==> config.mk <==
export PLATFORM = sky130hd
export DESIGN_NAME = thermal_head_heat_time_unit
export DESIGN_NICKNAME = d
export VERILOG_FILES = /design/src/rtl/thht_pkg.sv /design/src/rtl/thht_ctrl.sv /design/src/rtl/thht_temp.sv /design/src/rtl/thht_dark.sv /design/src/rtl/thermal_head_heat_time_unit.sv
export VERILOG_INCLUDE_DIRS = /design/src /design/src/rtl
export SDC_FILE = /design/constraint.sdc
export NUM_CORES = 1
export LEC_CHECK = 0
export BUFFER_PORTS_ARGS = -buffer_cell sky130_fd_sc_hd__buf_2
export CORE_MARGIN = 4
export CORE_UTILIZATION = 55
export CTS_CLUSTER_DIAMETER = 120
export CTS_CLUSTER_SIZE = 8
export DETAILED_ROUTE_END_ITERATION = 8
export PLACE_DENSITY = 0.7
export SETUP_SLACK_MARGIN = 0.1
export SLEW_MARGIN = 15
export SYNTH_ARGS = -nofsm -noshare
export SYNTH_HDL_FRONTEND = slang
export SYNTH_SLANG_ARGS = --single-unit
==> constraint.sdc <==
create_clock -name clk -period 9.59 [get_ports clk]
set_input_delay 1.4385 -clock clk [delete_from_list [all_inputs] [get_ports clk]]
set_output_delay 1.4385 -clock clk [all_outputs]
set_load 0.01 [all_outputs]
==> src/rtl/thermal_head_heat_time_unit_macros.svh <==
// Assertion macros used by the heat time unit control RTL.
`ifndef THERMAL_HEAD_HEAT_TIME_UNIT_MACROS_SVH
`define THERMAL_HEAD_HEAT_TIME_UNIT_MACROS_SVH
`ifndef NO_ASSERTIONS
// Checks that a property holds at every clock edge outside reset.
`define THHT_ASSERT(lbl, clk, rst_n, prop) \
    lbl: assert property (@(posedge clk) disable iff (!rst_n) (prop)) \
        else $error("thht assertion failed");
// Checks that a condition never becomes true outside reset.
`define THHT_NEVER(lbl, clk, rst_n, cond) \
    lbl: assert property (@(posedge clk) disable iff (!rst_n) !(cond)) \
        else $error("thht forbidden condition seen");
`else
`define THHT_ASSERT(lbl, clk, rst_n, prop)
`define THHT_NEVER(lbl, clk, rst_n, cond)
`endif
`endif

==> src/rtl/thht_pkg.sv <==
// Types, tables and constants of the heat time unit.
package thht_pkg;

    localparam int NUM_STAGES = 5;
    localparam int ST_LOOK    = 0;
    localparam int ST_MUL     = 1;
    localparam int ST_DIV     = 2;
    localparam int ST_DMUL    = 3;
    localparam int ST_OUT     = 4;

    localparam int MV_W    = 14;
    localparam int TEMP_W  = 8;
    localparam int BASE_W  = 10;
    localparam int FACT_W  = 8;
    localparam int PROD1_W = 18;
    localparam int TM_W    = 12;
    localparam int DARK_W  = 8;
    localparam int PROD2_W = 20;
    localparam int OUT_W   = 13;

    localparam logic signed [TEMP_W:0] T_LOW  = 9'sd25;
    localparam logic signed [TEMP_W:0] T_HIGH = 9'sd70;
    localparam logic [FACT_W-1:0]      HOT_PCT  = 8'd50;
    localparam logic [DARK_W-1:0]      GRAY_MIN = 8'd50;
    localparam logic [DARK_W-1:0]      GRAY_MAX = 8'd250;
    localparam logic [OUT_W-1:0]       OUT_MAX  = 13'd8191;

    // Reciprocal constants: x / d == (x * m) >> s for every x of the given width.
    localparam int               RECIP_A_SHIFT = 25;
    localparam int               RECIP_A_W     = 20;
    localparam logic [19:0]      RECIP_A_100   = 20'd335545;
    localparam logic [19:0]      RECIP_A_62    = 20'd541201;
    localparam int               RECIP_B_SHIFT = 27;
    localparam int               RECIP_B_W     = 21;
    localparam logic [20:0]      RECIP_B_100   = 21'd1342178;

    typedef logic [NUM_STAGES-1:0] stage_vec_t;

    typedef struct packed {
        stage_vec_t load;
        stage_vec_t valid;
    } stage_ctl_t;

    localparam logic [MV_W-1:0] VOLT_THRESH [16] = '{
        14'd9400, 14'd9200, 14'd9000, 14'd8800, 14'd8600, 14'd8400, 14'd8200, 14'd8000,
        14'd7800, 14'd7600, 14'd7400, 14'd7200, 14'd7000, 14'd6800, 14'd6600, 14'd6400
    };

    localparam logic [BASE_W-1:0] VOLT_TIME [16] = '{
        10'd400, 10'd450, 10'd480, 10'd500, 10'd520, 10'd540, 10'd580, 10'd600,
        10'd640, 10'd680, 10'd715, 10'd760, 10'd800, 10'd850, 10'd900, 10'd960
    };

    // First entry whose threshold the voltage exceeds; the last entry otherwise.
    function automatic logic [BASE_W-1:0] base_time(input logic [MV_W-1:0] mv);
        logic [BASE_W-1:0] res;
        res = VOLT_TIME[15];
        for (int k = 15; k >= 0; k--)
        begin
            if (mv > VOLT_THRESH[k])
            begin
                res = VOLT_TIME[k];
            end
        end
        return res;
    endfunction

    // Percentage for 25 C upward, indexed by degrees above 25 C.
    function automatic logic [FACT_W-1:0] temp_pct(input logic [5:0] idx);
        logic [FACT_W-1:0] pct;
        case (idx)
            6'd0, 6'd1, 6'd2, 6'd3, 6'd4, 6'd5: pct = 8'd100;
            6'd6:                               pct = 8'd95;
            6'd7:                               pct = 8'd94;
            6'd8:                               pct = 8'd93;
            6'd9:                               pct = 8'd92;
            6'd10:                              pct = 8'd91;
            6'd11, 6'd12:                       pct = 8'd80;
            6'd13, 6'd14, 6'd15:                pct = 8'd76;
            6'd16, 6'd17:                       pct = 8'd73;
            6'd18, 6'd19, 6'd20:                pct = 8'd70;
            6'd21, 6'd22, 6'd23, 6'd24, 6'd25:  pct = 8'd67;
            6'd26, 6'd27:                       pct = 8'd64;
            6'd28, 6'd29, 6'd30:                pct = 8'd63;
            6'd31, 6'd32:                       pct = 8'd61;
            6'd33, 6'd34, 6'd35:                pct = 8'd59;
            6'd36, 6'd37:                       pct = 8'd57;
            6'd38, 6'd39, 6'd40:                pct = 8'd55;
            default:                            pct = 8'd50;
        endcase
        return pct;
    endfunction

endpackage

==> src/rtl/thht_ctrl.sv <==
// Valid bits and per-stage load enables of the heat time pipeline.
`include "thermal_head_heat_time_unit_macros.svh"
module thht_ctrl
    import thht_pkg::*;
(
    input  logic       clk,
    input  logic       rst_n,
    input  logic       in_valid,
    input  logic       out_ready,
    output logic       in_ready,
    output stage_ctl_t ctl
);

    stage_vec_t valid_reg;
    stage_vec_t valid_next;
    stage_vec_t load;

    // A stage takes new data when it is empty or its content moves on.
    always_comb
    begin
        load[NUM_STAGES-1] = !valid_reg[NUM_STAGES-1] || out_ready;
        for (int i = NUM_STAGES - 2; i >= 0; i--)
        begin
            load[i] = !valid_reg[i] || load[i+1];
        end
    end

    always_comb
    begin
        valid_next = valid_reg;
        for (int i = 0; i < NUM_STAGES; i++)
        begin
            if (load[i])
            begin
                valid_next[i] = (i == 0) ? in_valid : valid_reg[(i == 0) ? 0 : i - 1];
            end
        end
    end

    always_ff @(posedge clk or negedge rst_n)
    begin
        if (!rst_n)
        begin
            valid_reg <= '0;
        end
        else
        begin
            valid_reg <= valid_next;
        end
    end

    assign in_ready  = load[0];
    assign ctl.load  = load;
    assign ctl.valid = valid_reg;

    logic in_fire;
    logic out_fire;
    assign in_fire  = in_valid && in_ready;
    assign out_fire = valid_reg[NUM_STAGES-1] && out_ready;

    `THHT_ASSERT(a_in_enters, clk, rst_n, in_fire |=> valid_reg[0])
    `THHT_ASSERT(a_beat_count, clk, rst_n, 1'b1 |=> ($countones(valid_reg) == $countones($past(valid_reg)) + int'($past(in_fire)) - int'($past(out_fire))))
    `THHT_NEVER(a_stall_only_full, clk, rst_n, !in_ready && !((&valid_reg) && !out_ready))

endmodule

==> src/rtl/thht_temp.sv <==
// Voltage lookup and temperature correction stages of the heat time pipeline.
module thht_temp
    import thht_pkg::*;
(
    input  logic              clk,
    input  stage_ctl_t        ctl,
    input  logic [MV_W-1:0]   supply_mv,
    input  logic [TEMP_W-1:0] head_temp_c,
    output logic [TM_W-1:0]   tm
);

    logic signed [TEMP_W:0] temp_ext;
    logic signed [TEMP_W:0] diff_cold;
    logic signed [TEMP_W:0] diff_warm;
    logic                   is_cold;
    logic [FACT_W-1:0]      factor;

    logic [BASE_W-1:0]  base1_reg;
    logic [FACT_W-1:0]  factor1_reg;
    logic               cold1_reg;
    logic [PROD1_W-1:0] prod2_reg;
    logic [BASE_W-1:0]  base2_reg;
    logic               cold2_reg;
    logic [TM_W-1:0]    tm3_reg;

    assign temp_ext  = {head_temp_c[TEMP_W-1], head_temp_c};
    assign diff_cold = T_LOW - temp_ext;
    assign diff_warm = temp_ext - T_LOW;
    assign is_cold   = temp_ext < T_LOW;

    // Cold items carry the degree count below 25 C; the others a percentage.
    always_comb
    begin
        if (is_cold)
        begin
            factor = diff_cold[FACT_W-1:0];
        end
        else if (temp_ext > T_HIGH)
        begin
            factor = HOT_PCT;
        end
        else
        begin
            factor = temp_pct(diff_warm[5:0]);
        end
    end

    always_ff @(posedge clk)
    begin
        if (ctl.load[ST_LOOK])
        begin
            base1_reg   <= base_time(supply_mv);
            factor1_reg <= factor;
            cold1_reg   <= is_cold;
        end
    end

    always_ff @(posedge clk)
    begin
        if (ctl.load[ST_MUL])
        begin
            prod2_reg <= PROD1_W'(base1_reg * factor1_reg);
            base2_reg <= base1_reg;
            cold2_reg <= cold1_reg;
        end
    end

    logic [RECIP_A_W-1:0]         magic;
    logic [PROD1_W+RECIP_A_W-1:0] recip_full;
    logic [TM_W-1:0]              quot;
    logic [TM_W-1:0]              tm_next;

    // Divide by 62 for cold items, by 100 otherwise.
    assign magic      = cold2_reg ? RECIP_A_62 : RECIP_A_100;
    assign recip_full = prod2_reg * magic;
    assign quot       = recip_full[RECIP_A_SHIFT+TM_W-1:RECIP_A_SHIFT];
    assign tm_next    = cold2_reg ? (TM_W'(base2_reg) + quot) : quot;

    always_ff @(posedge clk)
    begin
        if (ctl.load[ST_DIV])
        begin
            tm3_reg <= tm_next;
        end
    end

    assign tm = tm3_reg;

endmodule

==> src/rtl/thht_dark.sv <==
// Darkness scaling and saturation stages of the heat time pipeline.
module thht_dark
    import thht_pkg::*;
(
    input  logic              clk,
    input  stage_ctl_t        ctl,
    input  logic [TM_W-1:0]   tm,
    input  logic [DARK_W-1:0] darkness,
    output logic [OUT_W-1:0]  heat_time
);

    logic [PROD2_W-1:0] prod4_reg;
    logic [TM_W-1:0]    tm4_reg;
    logic               scale4_reg;
    logic [OUT_W-1:0]   out5_reg;

    always_ff @(posedge clk)
    begin
        if (ctl.load[ST_DMUL])
        begin
            prod4_reg  <= PROD2_W'(tm * darkness);
            tm4_reg    <= tm;
            scale4_reg <= (darkness >= GRAY_MIN) && (darkness <= GRAY_MAX);
        end
    end

    localparam int QUOT_W = PROD2_W + RECIP_B_W - RECIP_B_SHIFT;

    logic [PROD2_W+RECIP_B_W-1:0] recip_full;
    logic [QUOT_W-1:0]            scaled;
    logic [QUOT_W-1:0]            result;

    assign recip_full = prod4_reg * RECIP_B_100;
    assign scaled     = recip_full[PROD2_W+RECIP_B_W-1:RECIP_B_SHIFT];
    assign result     = scale4_reg ? scaled : QUOT_W'(tm4_reg);

    always_ff @(posedge clk)
    begin
        if (ctl.load[ST_OUT])
        begin
            if (result > QUOT_W'(OUT_MAX))
            begin
                out5_reg <= OUT_MAX;
            end
            else
            begin
                out5_reg <= result[OUT_W-1:0];
            end
        end
    end

    assign heat_time = out5_reg;

endmodule

==> src/rtl/thermal_head_heat_time_unit.sv <==
// Top level of the thermal head strobe heat time unit.
//
//  channel   direction  handshake               payload
//  input     in         in_valid / in_ready     supply_mv, head_temp_c
//  output    out        out_valid / out_ready   heat_time_us
//  config    in         cfg_we                  cfg_data (darkness percent)
//
// Five register stages: voltage lookup, temperature multiply, reciprocal divide,
// darkness multiply, reciprocal divide with saturation into the output register.
// A new beat can enter every cycle unless an output stall has filled all stages.
// Reset clears the valid bits and sets the darkness register to zero.
// An output stall holds full stages with no empty stage after them; others move.
module thermal_head_heat_time_unit
    import thht_pkg::*;
(
    input  logic              clk,
    input  logic              rst_n,
    input  logic              cfg_we,
    input  logic [DARK_W-1:0] cfg_data,
    input  logic              in_valid,
    output logic              in_ready,
    input  logic [MV_W-1:0]   supply_mv,
    input  logic [TEMP_W-1:0] head_temp_c,
    output logic              out_valid,
    input  logic              out_ready,
    output logic [OUT_W-1:0]  heat_time_us
);

    logic [DARK_W-1:0] darkness_reg;
    stage_ctl_t        ctl;
    logic [TM_W-1:0]   tm;

    always_ff @(posedge clk or negedge rst_n)
    begin
        if (!rst_n)
        begin
            darkness_reg <= '0;
        end
        else if (cfg_we)
        begin
            darkness_reg <= cfg_data;
        end
    end

    thht_ctrl u_ctrl (
        .clk       (clk),
        .rst_n     (rst_n),
        .in_valid  (in_valid),
        .out_ready (out_ready),
        .in_ready  (in_ready),
        .ctl       (ctl)
    );

    thht_temp u_temp (
        .clk         (clk),
        .ctl         (ctl),
        .supply_mv   (supply_mv),
        .head_temp_c (head_temp_c),
        .tm          (tm)
    );

    thht_dark u_dark (
        .clk       (clk),
        .ctl       (ctl),
        .tm        (tm),
        .darkness  (darkness_reg),
        .heat_time (heat_time_us)
    );

    assign out_valid = ctl.valid[ST_OUT];

endmodule
==> reports/qor.csv <==
metric,value,unit
fillers,3892,
final critical-path share of the clock period,91.0,%
Final nets,3543,
CTS tree,built,
Setup-failing EPs final,0,
CTS resizes,0,
critical path's slowest cell,fa_1,
vias in the first global route,19400,
CP most frequent cell,fa_1,
routed length per instance,17.8,um
post-route ant nets,0,
Area growth syn-to-layout,6.29,%
root buf cell,clkbuf_16,
H-tree depth,4,
fmax,115,MHz
Max Cap Viol,0,
final wirelength,57.5,mm
Storage cell area,3510,um^2
Synth Instances,2573,
cts hold-fix bufs,0,
clock buffer depth,2,
relative slew slack,32.4,%
drt initial violations,1043,
DR vias,17900,
Slew Limit Fails,0,
worst r2r src,u_temp.cold2_reg$_DFFE_PP_,
postcts setup bufs,0,
R2R setup slack,0.86,ns
layout cells sized above 1,4.48,%
Sum Neg Setup Slack,0,ns
multi-input logic area,19700,um^2
I/O Pins,50,
1st-pass router iterations,5,
number of synthesized flops with an enable pin,106,
GP Congestion,0.953,
average size of a mapped cell,9.93,um^2
Sink Count,119,
Rows,78,
CP Class,reg2reg,
post-layout min period,8.73,ns
Worst-path clk slew,0.06,ns
r2r worst-path depth,31,
max FFs per register,20,
"Seq/Total Area, Yosys",13.7,%
Die ar.,50000,um^2
first-pass GRT wire length,98.2,mm
IO buf count,49,
n_diodes,0,
"Cell Area, Synth",25500,um^2
core footprint,45700,um^2
Final Hold Fails,0,
slowest cell delay on critical path,0.55,ns
vias per inst,5.52,
Synth async-reset ratio,10.9,%
CTS Buf Count,17,
initial antenna violation count,0,
critical path startpoint category,register,
GRT Resource Usage Total,24.3,%
crit path launch,u_temp.cold2_reg$_DFFE_PP_,
die height,224,um
Yosys reg bits,119,
Slew @ Worst Pin,1.01,ns
Netlist cell types,67,
Synth Flop Type,edfxtp_1,
drt drc,0,
outcome,completed,
Die W,224,um
crit path to,u_temp.tm[11]$_DFFE_PP_,
Crit path required time,9.77,ns
clk_lat worst skew,0.44,ns
Hold Path Class,reg2reg,
unrepaired setup endpoints after global routing,false,
Crit Path Max Fanout,19,
crit end category,register,
yosys warns,0,
Worst R2R End,u_temp.tm[11]$_DFFE_PP_,
initial core utilization,55.9,%
Clock Skew,0.0115,ns
crit path DAT,8.91,ns
remaining global-route overflow,0,
post-DP HPWL,48.6,mm
pin count of the biggest net entering global routing,35,
[area by class of cell]
class / count / area share (%)
Clock buffer: 26 / 2.19
Tap cell: 600 / 2.76
Multi-Input combinational cell: 1819 / 72.4
Sequential cell: 119 / 12.9
Inverter: 609 / 8.42
Clock inverter: 6 / 0.253
Timing Repair Buffer: 55 / 1.07
[cells by family (layout without fill, tap and decap cells)]
group,after synthesis,count (layout),share of synthesized area [%]
AO/OA/AOI/OAI,320,320,8.39
XOR/XNOR,71,71,2.43
adder cells (fa/ha/maj),887,887,55.6
buffers and inverters,656,696,9.64
flip-flops,119,119,13.7
multiplexers,17,17,0.725
other,2,23,0.0294
AND/OR/NAND/NOR,501,501,9.50
[metal layers]
| metal | GRT usage (%) | wire length, um | vias up |
|---|---|---|---|
| met5 | 0 | 0 | - |
| met4 | 6.80 | 1650 | 0 |
| met3 | 3.22 | 2300 | 99 |
| met2 | 43.1 | 29700 | 418 |
| met1 | 31.3 | 23800 | 8955 |
| li1 | - | - | 8387 |
[cells in the mapped netlist, types with 4 or more instances]
cell type | instances | area, um^2
inv_1 | 608 | 2280
ha_1 | 475 | 5940
fa_1 | 412 | 8250
nand2_1 | 185 | 694
edfxtp_1 | 106 | 3180
and2_1 | 92 | 576
a21oi_1 | 82 | 410
nor2_1 | 77 | 289
o21ai_0 | 68 | 340
xnor2_1 | 54 | 473
clkbuf_1 | 44 | 165
nor3_1 | 35 | 175
a21o_1 | 31 | 233
nand3_1 | 28 | 140
nor2b_1 | 20 | 125
a31oi_1 | 17 | 106
xor2_1 | 17 | 149
o21a_1 | 14 | 105
a211oi_1 | 13 | 97.6
dfrtp_1 | 13 | 325
nand4_1 | 13 | 81.3
mux2_2 | 12 | 135
nand2b_1 | 12 | 75.1
o31ai_1 | 10 | 75.1
or3_1 | 10 | 62.6
a211o_1 | 9 | 78.8
and3_1 | 9 | 56.3
o211ai_1 | 9 | 67.6
or2_2 | 8 | 50.1
o31a_1 | 7 | 61.3
a221oi_1 | 5 | 43.8
mux2i_1 | 5 | 50.1
o21bai_1 | 5 | 37.5
o22ai_1 | 5 | 31.3
o41ai_1 | 5 | 43.8
a221o_1 | 4 | 40.0
a31o_2 | 4 | 35.0
nor4_1 | 4 | 25.0
[worst min path at each step]
stage                                          from  slack [ns]  cells after the start                         endpoint
finish              u_ctrl.valid_reg[1]$_DFFE_PN0P_        0.47                      1  u_ctrl.valid_reg[2]$_DFFE_PN0P_
global route        u_ctrl.valid_reg[1]$_DFFE_PN0P_        0.48                      1  u_ctrl.valid_reg[2]$_DFFE_PN0P_
CTS                 u_ctrl.valid_reg[1]$_DFFE_PN0P_        0.47                      1  u_ctrl.valid_reg[2]$_DFFE_PN0P_
detailed placement  u_ctrl.valid_reg[1]$_DFFE_PN0P_        0.45                      1  u_ctrl.valid_reg[2]$_DFFE_PN0P_
global placement    u_ctrl.valid_reg[1]$_DFFE_PN0P_        0.44                      1  u_ctrl.valid_reg[2]$_DFFE_PN0P_
floorplan                u_temp.cold1_reg$_DFFE_PP_        0.40                      0       u_temp.cold2_reg$_DFFE_PP_
[placed cells by master, fill, tap and decap left out, types with 14 or more instances in the layout]
master,synthesis,layout
and2_1,92,92
clkbuf_16,0,22
nand3_1,28,28
xor2_1,17,17
nor2b_1,20,20
nand2_1,185,185
o21ai_0,68,68
o21a_1,14,14
inv_1,608,608
a21o_1,31,31
conb_1,2,23
a21oi_1,82,82
nor3_1,35,35
buf_2,0,49
edfxtp_1,106,106
xnor2_1,54,54
nor2_1,77,77
a31oi_1,17,17
fa_1,412,412
ha_1,475,475
[critical path, delay by kind of cell (launching register included)]
family / cells / cell delay [ns]
DFF: 1 / 0.36
buffers and inverters: 6 / 0.95
AOI/OAI and AO/OA: 8 / 1.75
xor gates and xnor gates: 1 / 0.19
and+or+nand+nor: 8 / 1.46
adders and majority gates: 8 / 3.75
[per-stage QoR]
stage | area (um^2) | setup slack, ns | hold WS, ns | util (%) | cells
after global placement | 26500 | 1.30 | 0.445 | 58.0 | 3202
after floorplan | 25600 | 1.64 | 0.400 | - | 2594
after detailed placement | 26500 | 1.00 | 0.453 | 58.0 | 3202
after global routing | 27200 | 0.427 | 0.478 | 59.5 | 3234
final | 27200 | 0.859 | 0.467 | 59.5 | 3234
after CTS | 27200 | 0.975 | 0.470 | 59.5 | 3234
Power is not shown: default switching activity piles up to over one toggle a cycle in this logic, so the estimate is an artifact.
